File: src/sv/agfd_pkg.sv
// ----------------------------------------------------------------------------
// agfd_pkg
// types, constants and the radius table shared by the alert field decoder
// ----------------------------------------------------------------------------
package agfd_pkg;

	// field kinds
	localparam logic [3:0] KIND_LAT16     = 4'd0;
	localparam logic [3:0] KIND_LON17     = 4'd1;
	localparam logic [3:0] KIND_LAT17     = 4'd2;
	localparam logic [3:0] KIND_LON45     = 4'd3;
	localparam logic [3:0] KIND_RADIUS    = 4'd4;
	localparam logic [3:0] KIND_AZ6       = 4'd5;
	localparam logic [3:0] KIND_AZ7       = 4'd6;
	localparam logic [3:0] KIND_B1LAT     = 4'd7;
	localparam logic [3:0] KIND_B1LON     = 4'd8;
	localparam logic [3:0] KIND_REFRADIUS = 4'd9;
	localparam logic [3:0] KIND_B2DELTA   = 4'd10;

	// multiplier constants
	localparam logic signed [29:0] LAT_SPAN   = 30'sd180000000;
	localparam logic signed [29:0] LON_SPAN   = 30'sd360000000;
	localparam logic signed [29:0] AZ_SPAN    = 30'sd18000000;
	localparam logic signed [29:0] DELTA_STEP = 30'sd156250;

	// rounding terms added after the product
	localparam logic [19:0] HALF_16    = 20'd32767;
	localparam logic [19:0] HALF_17    = 20'd65535;
	localparam logic [19:0] HALF_AZ6   = 20'd32;
	localparam logic [19:0] HALF_AZ7   = 20'd64;
	localparam logic [19:0] HALF_B1LAT = 20'd262140;
	localparam logic [19:0] HALF_B1LON = 20'd524284;
	localparam logic [19:0] REF_ROUND     = 20'd4;
	localparam logic [19:0] REF_ROUND_NEG = 20'd11;

	// result offsets
	localparam logic signed [31:0] LAT_OFF   = -32'sd90000000;
	localparam logic signed [31:0] LON_OFF   = -32'sd180000000;
	localparam logic signed [31:0] LON45_OFF = 32'sd45000000;
	localparam logic signed [31:0] AZ_OFF    = -32'sd9000000;
	localparam logic signed [31:0] DELTA_OFF = -32'sd10000000;

	// divisors of the form 2^k - 1
	localparam logic [17:0] DIV_16 = 18'd65535;
	localparam logic [17:0] DIV_17 = 18'd131071;

	localparam int RADIUS_ENTRIES = 32;

	localparam logic [21:0] RADIUS_TBL [RADIUS_ENTRIES] = '{
		22'd216,     22'd292,     22'd395,     22'd535,
		22'd723,     22'd978,     22'd1322,    22'd1788,
		22'd2418,    22'd3269,    22'd4421,    22'd5979,
		22'd8085,    22'd10933,   22'd14784,   22'd19992,
		22'd27035,   22'd36559,   22'd49439,   22'd66855,
		22'd90407,   22'd122255,  22'd165324,  22'd223564,
		22'd302322,  22'd408824,  22'd552846,  22'd747603,
		22'd1010970, 22'd1367116, 22'd1848727, 22'd2500000
	};

	// how the final value is formed from the quotient stage
	typedef enum logic [1:0] {
		OP_ADD   = 2'd0,
		OP_SUB   = 2'd1,
		OP_DIV16 = 2'd2,
		OP_DIV17 = 2'd3
	} op_t;

	// per-item operands for the shared multiplier and the later stages
	typedef struct packed {
		logic signed [29:0] mul_a;
		logic [16:0]        mul_b;
		logic [19:0]        add_h;
		logic [2:0]         shift;
		op_t                op;
		logic signed [31:0] offset;
		logic               bad;
	} operand_t;

endpackage

File: src/sv/alert_geo_field_decoder.sv
// an item passes four registers: input, product, quotient estimate, result
// throughput: one item per cycle while result_stall is low;
// every stage advances on its own valid and stall
// reset: arst_n clears every stage valid bit at once, payload registers are not reset
// nothing else is held between items, so the block is ready right after reset
// ----------------------------------------------------------------------------
// alert_geo_field_decoder
// decodes one raw alert message field per item into a signed value by kind
// ----------------------------------------------------------------------------
module alert_geo_field_decoder (
	input  logic               clk,
	input  logic               arst_n,
	// input items
	input  logic               item_valid,
	output logic               item_stall,
	input  logic [3:0]         kind,
	input  logic [16:0]        code,
	input  logic [21:0]        base_radius,
	input  logic [7:0]         orig_radius_code,
	// result items
	output logic               result_valid,
	input  logic               result_stall,
	output logic signed [31:0] value,
	output logic               bad_kind
);

	// stage valid bits and the ready chain back from the result register
	logic v_s1, v_s2, v_s3, v_s4;
	logic rdy_s1, rdy_s2, rdy_s3, rdy_s4;

	assign rdy_s4 = !v_s4 || !result_stall;
	assign rdy_s3 = !v_s3 || rdy_s4;
	assign rdy_s2 = !v_s2 || rdy_s3;
	assign rdy_s1 = !v_s1 || rdy_s2;

	assign item_stall   = !rdy_s1;
	assign result_valid = v_s4;

	always_ff @(posedge clk or negedge arst_n) begin
		if (!arst_n) begin
			v_s1 <= 1'b0;
			v_s2 <= 1'b0;
			v_s3 <= 1'b0;
			v_s4 <= 1'b0;
		end else begin
			if (rdy_s1) v_s1 <= item_valid;
			if (rdy_s2) v_s2 <= v_s1;
			if (rdy_s3) v_s3 <= v_s2;
			if (rdy_s4) v_s4 <= v_s3;
		end
	end

	// stage 1: input register
	logic [3:0]  kind_s1;
	logic [16:0] code_s1;
	logic [21:0] base_s1;
	logic [7:0]  orig_s1;

	always_ff @(posedge clk) begin
		if (rdy_s1 && item_valid) begin
			kind_s1 <= kind;
			code_s1 <= code;
			base_s1 <= base_radius;
			orig_s1 <= orig_radius_code;
		end
	end

	// per-kind operands, then the one multiplier with rounding term and shift
	agfd_pkg::operand_t opnd;

	agfd_operand u_operand (
		.kind             (kind_s1),
		.code             (code_s1),
		.base_radius      (base_s1),
		.orig_radius_code (orig_s1),
		.opnd             (opnd)
	);

	logic signed [47:0] mul_a_ext;
	logic signed [47:0] mul_b_ext;
	logic signed [47:0] prod;
	logic signed [47:0] prod_rnd;
	logic signed [47:0] n_nxt;

	always_comb begin
		mul_a_ext = 48'(opnd.mul_a);
		mul_b_ext = $signed({31'b0, opnd.mul_b});
		prod      = mul_a_ext * mul_b_ext;
		prod_rnd  = prod + $signed({28'b0, opnd.add_h});
		// arithmetic shift, which truncates the refined radius term toward zero
		// thanks to the adjusted rounding term
		n_nxt     = prod_rnd >>> opnd.shift;
	end

	// stage 2: scaled numerator
	logic signed [47:0] n_s2;
	agfd_pkg::op_t      op_s2;
	logic signed [31:0] off_s2;
	logic               bad_s2;

	always_ff @(posedge clk) begin
		if (rdy_s2 && v_s1) begin
			n_s2   <= n_nxt;
			op_s2  <= opnd.op;
			off_s2 <= opnd.offset;
			bad_s2 <= opnd.bad;
		end
	end

	// quotient estimate for a divide by 2^k - 1:
	// (n + n/2^k + n/2^2k) / 2^k, never above the true quotient, at most one below
	logic        k17_s2;
	logic        div_s2;
	logic [45:0] dn;
	logic [46:0] dsum;
	logic [31:0] q_est;
	logic [31:0] q_nxt;

	always_comb begin
		k17_s2 = (op_s2 == agfd_pkg::OP_DIV17);
		div_s2 = (op_s2 == agfd_pkg::OP_DIV16) || (op_s2 == agfd_pkg::OP_DIV17);
		dn     = n_s2[45:0];
		dsum   = {1'b0, dn} + 47'(k17_s2 ? (dn >> 17) : (dn >> 16))
			+ 47'(k17_s2 ? (dn >> 34) : (dn >> 32));
		q_est  = k17_s2 ? 32'(dsum[46:17]) : 32'(dsum[46:16]);
		q_nxt  = div_s2 ? q_est : n_s2[31:0];
	end

	// stage 3: quotient estimate, numerator kept for the remainder check
	logic [45:0]        n_s3;
	logic signed [31:0] q_s3;
	agfd_pkg::op_t      op_s3;
	logic signed [31:0] off_s3;
	logic               bad_s3;

	always_ff @(posedge clk) begin
		if (rdy_s3 && v_s2) begin
			n_s3   <= dn;
			q_s3   <= $signed(q_nxt);
			op_s3  <= op_s2;
			off_s3 <= off_s2;
			bad_s3 <= bad_s2;
		end
	end

	// remainder = n - q * (2^k - 1), done with a shift and a subtract
	logic               k17_s3;
	logic [17:0]        div_d;
	logic [47:0]        qd;
	logic [47:0]        rem;
	logic               corr;
	logic signed [31:0] value_nxt;

	always_comb begin
		k17_s3 = (op_s3 == agfd_pkg::OP_DIV17);
		div_d  = k17_s3 ? agfd_pkg::DIV_17 : agfd_pkg::DIV_16;
		qd     = k17_s3 ? ((48'(q_s3) << 17) - 48'(q_s3))
			: ((48'(q_s3) << 16) - 48'(q_s3));
		rem    = 48'(n_s3) - qd;
		corr   = (rem >= 48'(div_d));
		case (op_s3)
			agfd_pkg::OP_ADD:   value_nxt = off_s3 + q_s3;
			agfd_pkg::OP_SUB:   value_nxt = off_s3 - q_s3;
			agfd_pkg::OP_DIV16,
			agfd_pkg::OP_DIV17: value_nxt = off_s3 + q_s3 + $signed({31'b0, corr});
			default:            value_nxt = '0;
		endcase
	end

	// stage 4: result register
	logic signed [31:0] value_s4;
	logic               bad_s4;

	always_ff @(posedge clk) begin
		if (rdy_s4 && v_s3) begin
			value_s4 <= value_nxt;
			bad_s4   <= bad_s3;
		end
	end

	assign value    = value_s4;
	assign bad_kind = bad_s4;

`ifndef ASSERT_OFF
	// a reserved kind always comes out as zero
	a_bad_zero: assert property (@(posedge clk) disable iff (!arst_n)
		result_valid && bad_kind |-> value == 32'sd0)
		else $error("reserved kind gave a non-zero value");

	// the quotient estimate is exact or one low, so the remainder stays below 2d
	a_rem_range: assert property (@(posedge clk) disable iff (!arst_n)
		v_s3 && (op_s3 == agfd_pkg::OP_DIV16 || op_s3 == agfd_pkg::OP_DIV17)
		|-> rem < (48'(div_d) << 1))
		else $error("quotient estimate out of range");

	// the input side only stalls when every stage holds an item
	a_stall_full: assert property (@(posedge clk) disable iff (!arst_n)
		item_stall |-> v_s1 && v_s2 && v_s3 && v_s4)
		else $error("input stalled with a free stage");

	// with the result side flowing, the input side never stalls
	a_no_stall: assert property (@(posedge clk) disable iff (!arst_n)
		!result_stall |-> !item_stall)
		else $error("input stalled while results drain");
`endif

endmodule

File: src/sv/agfd_operand.sv
// ----------------------------------------------------------------------------
// agfd_operand
// per-kind operand selection: multiplier inputs, rounding term, shift,
// final operation and offset, including the radius table lookups
// ----------------------------------------------------------------------------
module agfd_operand (
	input  logic [3:0]         kind,
	input  logic [16:0]        code,
	input  logic [21:0]        base_radius,
	input  logic [7:0]         orig_radius_code,
	output agfd_pkg::operand_t opnd
);

	logic [7:0]         c8;
	logic [7:0]         orig_m1;
	logic [21:0]        rad_code;
	logic [21:0]        rad_orig;
	logic [21:0]        rad_prev;
	logic signed [22:0] step;

	assign c8      = code[7:0];
	assign orig_m1 = orig_radius_code - 8'd1;

	always_comb begin
		rad_code = (c8 < 8'd32) ? agfd_pkg::RADIUS_TBL[c8[4:0]] : '0;
		rad_orig = (orig_radius_code < 8'd32) ?
			agfd_pkg::RADIUS_TBL[orig_radius_code[4:0]] : '0;
		rad_prev = (orig_m1 < 8'd32) ? agfd_pkg::RADIUS_TBL[orig_m1[4:0]] : '0;
		if (orig_radius_code == 8'd0) begin
			step = $signed({1'b0, agfd_pkg::RADIUS_TBL[0]});
		end else begin
			step = $signed({1'b0, rad_orig}) - $signed({1'b0, rad_prev});
		end
	end

	always_comb begin
		opnd.mul_a  = '0;
		opnd.mul_b  = '0;
		opnd.add_h  = '0;
		opnd.shift  = 3'd0;
		opnd.op     = agfd_pkg::OP_ADD;
		opnd.offset = '0;
		opnd.bad    = 1'b0;
		case (kind)
			agfd_pkg::KIND_LAT16: begin
				opnd.mul_a  = agfd_pkg::LAT_SPAN;
				opnd.mul_b  = {1'b0, code[15:0]};
				opnd.add_h  = agfd_pkg::HALF_16;
				opnd.op     = agfd_pkg::OP_DIV16;
				opnd.offset = agfd_pkg::LAT_OFF;
			end
			agfd_pkg::KIND_LON17: begin
				opnd.mul_a  = agfd_pkg::LON_SPAN;
				opnd.mul_b  = code;
				opnd.add_h  = agfd_pkg::HALF_17;
				opnd.op     = agfd_pkg::OP_DIV17;
				opnd.offset = agfd_pkg::LON_OFF;
			end
			agfd_pkg::KIND_LAT17: begin
				opnd.mul_a  = agfd_pkg::LAT_SPAN;
				opnd.mul_b  = code;
				opnd.add_h  = agfd_pkg::HALF_17;
				opnd.op     = agfd_pkg::OP_DIV17;
				opnd.offset = agfd_pkg::LAT_OFF;
			end
			agfd_pkg::KIND_LON45: begin
				opnd.mul_a  = agfd_pkg::LAT_SPAN;
				opnd.mul_b  = code;
				opnd.add_h  = agfd_pkg::HALF_17;
				opnd.op     = agfd_pkg::OP_DIV17;
				opnd.offset = agfd_pkg::LON45_OFF;
			end
			agfd_pkg::KIND_RADIUS: begin
				opnd.offset = $signed({10'b0, rad_code});
			end
			agfd_pkg::KIND_AZ6: begin
				opnd.mul_a  = agfd_pkg::AZ_SPAN;
				opnd.mul_b  = {9'b0, c8};
				opnd.add_h  = agfd_pkg::HALF_AZ6;
				opnd.shift  = 3'd6;
				opnd.offset = agfd_pkg::AZ_OFF;
			end
			agfd_pkg::KIND_AZ7: begin
				opnd.mul_a  = agfd_pkg::AZ_SPAN;
				opnd.mul_b  = {9'b0, c8};
				opnd.add_h  = agfd_pkg::HALF_AZ7;
				opnd.shift  = 3'd7;
				opnd.offset = agfd_pkg::AZ_OFF;
			end
			agfd_pkg::KIND_B1LAT: begin
				// divisor is 8 * (2^16 - 1): drop three bits first
				opnd.mul_a  = agfd_pkg::LAT_SPAN;
				opnd.mul_b  = {9'b0, c8};
				opnd.add_h  = agfd_pkg::HALF_B1LAT;
				opnd.shift  = 3'd3;
				opnd.op     = agfd_pkg::OP_DIV16;
			end
			agfd_pkg::KIND_B1LON: begin
				opnd.mul_a  = agfd_pkg::LON_SPAN;
				opnd.mul_b  = {9'b0, c8};
				opnd.add_h  = agfd_pkg::HALF_B1LON;
				opnd.shift  = 3'd3;
				opnd.op     = agfd_pkg::OP_DIV17;
			end
			agfd_pkg::KIND_REFRADIUS: begin
				// truncating divide by 8: a negative product gets seven more
				opnd.mul_a  = 30'(step);
				opnd.mul_b  = {9'b0, c8};
				opnd.add_h  = (step < 0 && c8 != 8'd0) ?
					agfd_pkg::REF_ROUND_NEG : agfd_pkg::REF_ROUND;
				opnd.shift  = 3'd3;
				opnd.op     = agfd_pkg::OP_SUB;
				opnd.offset = $signed({10'b0, base_radius});
			end
			agfd_pkg::KIND_B2DELTA: begin
				// the zero value is skipped: codes from 64 upwards count one step higher
				opnd.mul_a  = agfd_pkg::DELTA_STEP;
				opnd.mul_b  = (c8 >= 8'd64) ? 17'(c8) + 17'd1 : 17'(c8);
				opnd.offset = agfd_pkg::DELTA_OFF;
			end
			default: begin
				opnd.bad = 1'b1;
			end
		endcase
	end

endmodule

File: config.mk
export PLATFORM = sky130hd
export DESIGN_NAME = alert_geo_field_decoder
export DESIGN_NICKNAME = d
export VERILOG_FILES = /design/src/sv/agfd_pkg.sv /design/src/sv/alert_geo_field_decoder.sv /design/src/sv/agfd_operand.sv
export SDC_FILE = /design/constraint.sdc
export NUM_CORES = 2
export LEC_CHECK = 0
export BUFFER_PORTS_ARGS = -buffer_cell sky130_fd_sc_hd__clkbuf_2
export CORE_MARGIN = 2
export CORE_UTILIZATION = 65
export DETAILED_ROUTE_END_ITERATION = 7
export PLACE_DENSITY = 0.82
export SLEW_MARGIN = 20
export SYNTH_ARGS = -nofsm -noshare
export SYNTH_HDL_FRONTEND = slang
export SYNTH_SLANG_ARGS = --single-unit
File: constraint.sdc
create_clock -name clk -period 12.5 [get_ports clk]
set_clock_uncertainty 0.1 [all_clocks]
set_input_delay 3.75 -clock clk [delete_from_list [all_inputs] [get_ports clk]]
set_output_delay 3.75 -clock clk [all_outputs]
set_load 0.05 [all_outputs]
==> impl_metrics.csv <==
group,metric,value,unit
placed_design,gp_congestion,1.02,
run_status,status,"finished, final reports clean",
logic_synthesis,yosysTopAreaCellShare,23.5,%
global_routing,track_usage,38.4,%
power_and_ir_drop,netSwitchingFraction,55.1,%
timing,hold_viol,0,
global_routing,top_usage_layer,"met2",
finish,fin_util,69.7,%
clocking,cts-root-buf,"clkbuf_16",
global_routing,grtUsageMet1,47.6,%
worst_setup_path,end_kind,"flop",
finish,stdcell_area,0.0477,mm^2
die,die_h,266,um
die,die_x,266,um
power_and_ir_drop,pwr-share-clk,7.4,%
global_routing,grtUsageMet2,63.6,%
placed_design,place_hpwl,109000,um
route,routedWlPerCell,21.7,um
die,rows,96,
global_routing,overflow,0,
placed_design,place_area,0.0464,mm^2
timing,tns,0,ps
power_and_ir_drop,p_comb_share,79.6,%
placed_design,dp.cells,6168,
logic_synthesis,yosys.area.top_type,"fa_1",
logic_synthesis,syn_area,0.0447,mm^2
logic_synthesis,async_flop_share,1.47,%
logic_synthesis,ys_seq_area_share,18.2,%
die,start_util,65.4,%
finish,drive_above_1_share,6.04,%
route,route.antenna.remaining_nets,0,
timing,report.final.setup_viol,0,
worst_setup_path,cp_max_fo,19,
timing,max_freq,84.3,MHz
finish,final_cells,6234,
clocking,clk_path_buf_depth,3,
run,maxCapViolCount,0,
worst_setup_path,path_common_cell,"fa_1",
logic_synthesis,synth_area_per_cell,8.50,um^2
power_and_ir_drop,p_int,6.49,mW
worst_setup_path,required,12690,ps
route,vias_per_cell,6.26,
clocking,ctsHoldBuffers,0,
worst_setup_path,criticalPathCategory,"flop to flop",
route,drtIter0Drc,3987,
worst_setup_path,slowest_delay,640,ps
timing,finalMaxSlewViolations,0,
power_and_ir_drop,p_leak,22.2,nW
worst_setup_path,crit_arrival,12050,ps
global_routing,antenna_found_initial,0,
logic_synthesis,synthCells,5262,
power_and_ir_drop,switchingPower,7.98,mW
global_routing,grt_max_degree,77,
worst_setup_path,critPathSlowestCell,"or4_1",
die,ios,90,
clocking,clk_pin_slew_worst_paths,60,ps
timing,layout_min_cycle_time,11860,ps
placed_design,portBuffers,89,
logic_synthesis,ys.flop_type,"edfxtp_1",
timing,worst_pin_slew,1080,ps
clocking,cts_tree,"built",
finish,nFillCells,5491,
die,core,0.0683,mm^2
min_path,hold_class,"flop to flop",
timing,slew-limit-headroom,27.0,%
route,drc,0,
power_and_ir_drop,ir_worst_vdd,0.000437,V
clocking,clock-sinks,272,
finish,diodes,0,
route,dr_total_vias,39000,
route,firstDrtPassIters,7,
route,wl,135000,um
logic_synthesis,yosys_warnings,0,
clocking,numCtsBuffers,34,
logic_synthesis,ys_top_cells_by_area,"fa_1 (23%), edfxtp_1 (18%), ha_1 (11%)",
global_routing,grtUsageMet3,5.78,%
logic_synthesis,synth_enable_flop_cells,268,
worst_setup_path,critPathLaunchType,"flop",
finish,syn_to_final_growth,6.57,%
power_and_ir_drop,power_density,304,mW/mm^2
power_and_ir_drop,power_frac_seq,13.0,%
die,design.die.area,0.0709,mm^2
global_routing,grt_pass1_wl,211000,um
clocking,insertion_delay,580,ps
global_routing,grt_pass1_vias,38500,
logic_synthesis,synth.distinct_cells,99,
timing,period_share,94.8,%
finish,nets,6286,
clocking,htreeDepth,2,
logic_synthesis,synth-seq-cells,272,
## state kept, by name (all words and copies together) (netlist names), 17 cells and up
name     count
code_s1     17
n_s3        46
q_s3        32
n_s2        46
value       32
off_s2      27
off_s3      27
base_s1     22
## through the flow
stage | hold WS (ps) | setup WS (ps) | power, mW
6_report | 311 | 645 | 14.5
5_1_grt | 324 | -14.1 | 15.6
4_1_cts | 310 | 243 | 14.2
3_5_place_dp | 306 | 241 | 13.0
3_3_place_gp | 302 | 448 | 12.9
2_1_floorplan | 300 | 955 | 10.2
## critical path, delay by kind of cell (launching register included)
| family | cells | cell delay (ps) |
|---|---|---|
| AOI/OAI and AO/OA | 14 | 2500 |
| xor gates and xnor gates | 2 | 610 |
| adders and majority gates | 9 | 3910 |
| buffers and inverters | 6 | 940 |
| DFF | 1 | 420 |
| and+or+nand+nor | 11 | 3080 |
## final timing paths
kind                                 start      endpoint  slack [ps]  cells after the start
worst max-delay path            orig_s1[1]      n_s2[38]         640                     42
worst min-delay path            off_s2[14]    off_s3[14]         310                      0
worst min register to register  off_s2[14]    off_s3[14]         310                      0
worst max register to register  orig_s1[1]      n_s2[38]         640                     42
max in group asynchronous           arst_n  result_valid        9300                      1
min in group asynchronous           arst_n          v_s3        2880                      1
## cell usage in the layout, fill, tap and decap left out, types with 31 or more instances in the layout
cell       synthesis  routed
nand2_1          588     588
o21bai_1          33      33
clkbuf_16          0      34
nand2b_1          56      56
a31oi_1           45      44
o211ai_1          47      47
and2_1            63      61
a211oi_1          67      66
nor4_1            32      32
a21o_1            92      92
xor2_1            74      73
mux2i_1           45      45
buf_4              1      73
xnor2_1          145     144
o21ai_0          278     277
and3_1            34      34
edfxtp_1         268     268
inv_1            850     849
nand3_1          121     121
nor3_1            68      67
fa_1             524     524
nand4_1           31      31
conb_1             2      94
a21oi_1          360     359
clkbuf_2           0      89
nor2b_1           38      36
nor2_1           367     363
o21a_1            34      33
ha_1             380     377
## what timing repair did
| action | in CTS | in global routing |
|---|---|---|
| setup endpoints to repair | 0 | 21 |
| setup buffers | 0 | 4 |
| gates resized for setup | 0 | 12 |
## cells in the mapped netlist (all sizes together), types with 24 or more instances
| cell type | number |
|---|---|
| xnor2 | 145 |
| o21ai | 288 |
| a31oi | 45 |
| inv | 850 |
| nand3 | 121 |
| nand4 | 31 |
| nand2b | 57 |
| ha | 380 |
| o22ai | 24 |
| a211oi | 68 |
| and3 | 34 |
| o21bai | 33 |
| a21o | 93 |
| xor2 | 74 |
| o21a | 34 |
| nand2 | 588 |
| or3 | 29 |
| nor3 | 70 |
| nor4 | 34 |
| nor2b | 38 |
| clkbuf | 195 |
| buf | 31 |
| or2 | 24 |
| edfxtp | 268 |
| nor2 | 368 |
| fa | 524 |
| and2 | 64 |
| o211ai | 47 |
| mux2i | 45 |
| a21oi | 361 |
## power groups by stage
stage | Sequential, mW | Clock, mW | Combinational [mW]
after detailed placement | 1.87 | 0 | 11.2
after global routing | 1.88 | 1.11 | 12.7
final | 1.88 | 1.07 | 11.5
after CTS | 1.86 | 1.08 | 11.3
after floorplan | 1.83 | 0 | 8.38
after global placement | 1.86 | 0 | 11.0
## cell families after synthesis
| kind of cell | Yosys count | synth area share [%] |
|---|---|---|
| AOI/OAI and AO/OA | 1209 | 17.2 |
| xor gates and xnor gates | 219 | 4.29 |
| adders and majority gates | 904 | 34.1 |
| buffers and inverters | 1077 | 9.09 |
| DFF | 272 | 18.2 |
| muxes | 61 | 1.44 |
| other | 2 | 0.0168 |
| and+or+nand+nor | 1518 | 15.7 |
## routing by layer
| layer | vias up | routed length (um) |
|---|---|---|
| met4 | 0 | 10300 |
| met1 | 18700 | 50100 |
| met5 | - | 0 |
| li1 | 17800 | - |
| met2 | 2071 | 63300 |
| met3 | 546 | 11600 |
## layout make-up
| type | count | area [um^2] | share of cell area, % |
|---|---|---|---|
| inverters | 851 | 3200 | 6.72 |
| repair buffers | 163 | 1020 | 2.14 |
| clock buffers | 36 | 858 | 1.80 |
| flip-flops and latches | 272 | 8150 | 17.1 |
| clock inverters | 25 | 334 | 0.701 |
| multi-input cells | 4005 | 33000 | 69.2 |
| well taps | 882 | 1100 | 2.32 |
(Power assumes the default switching activity.)
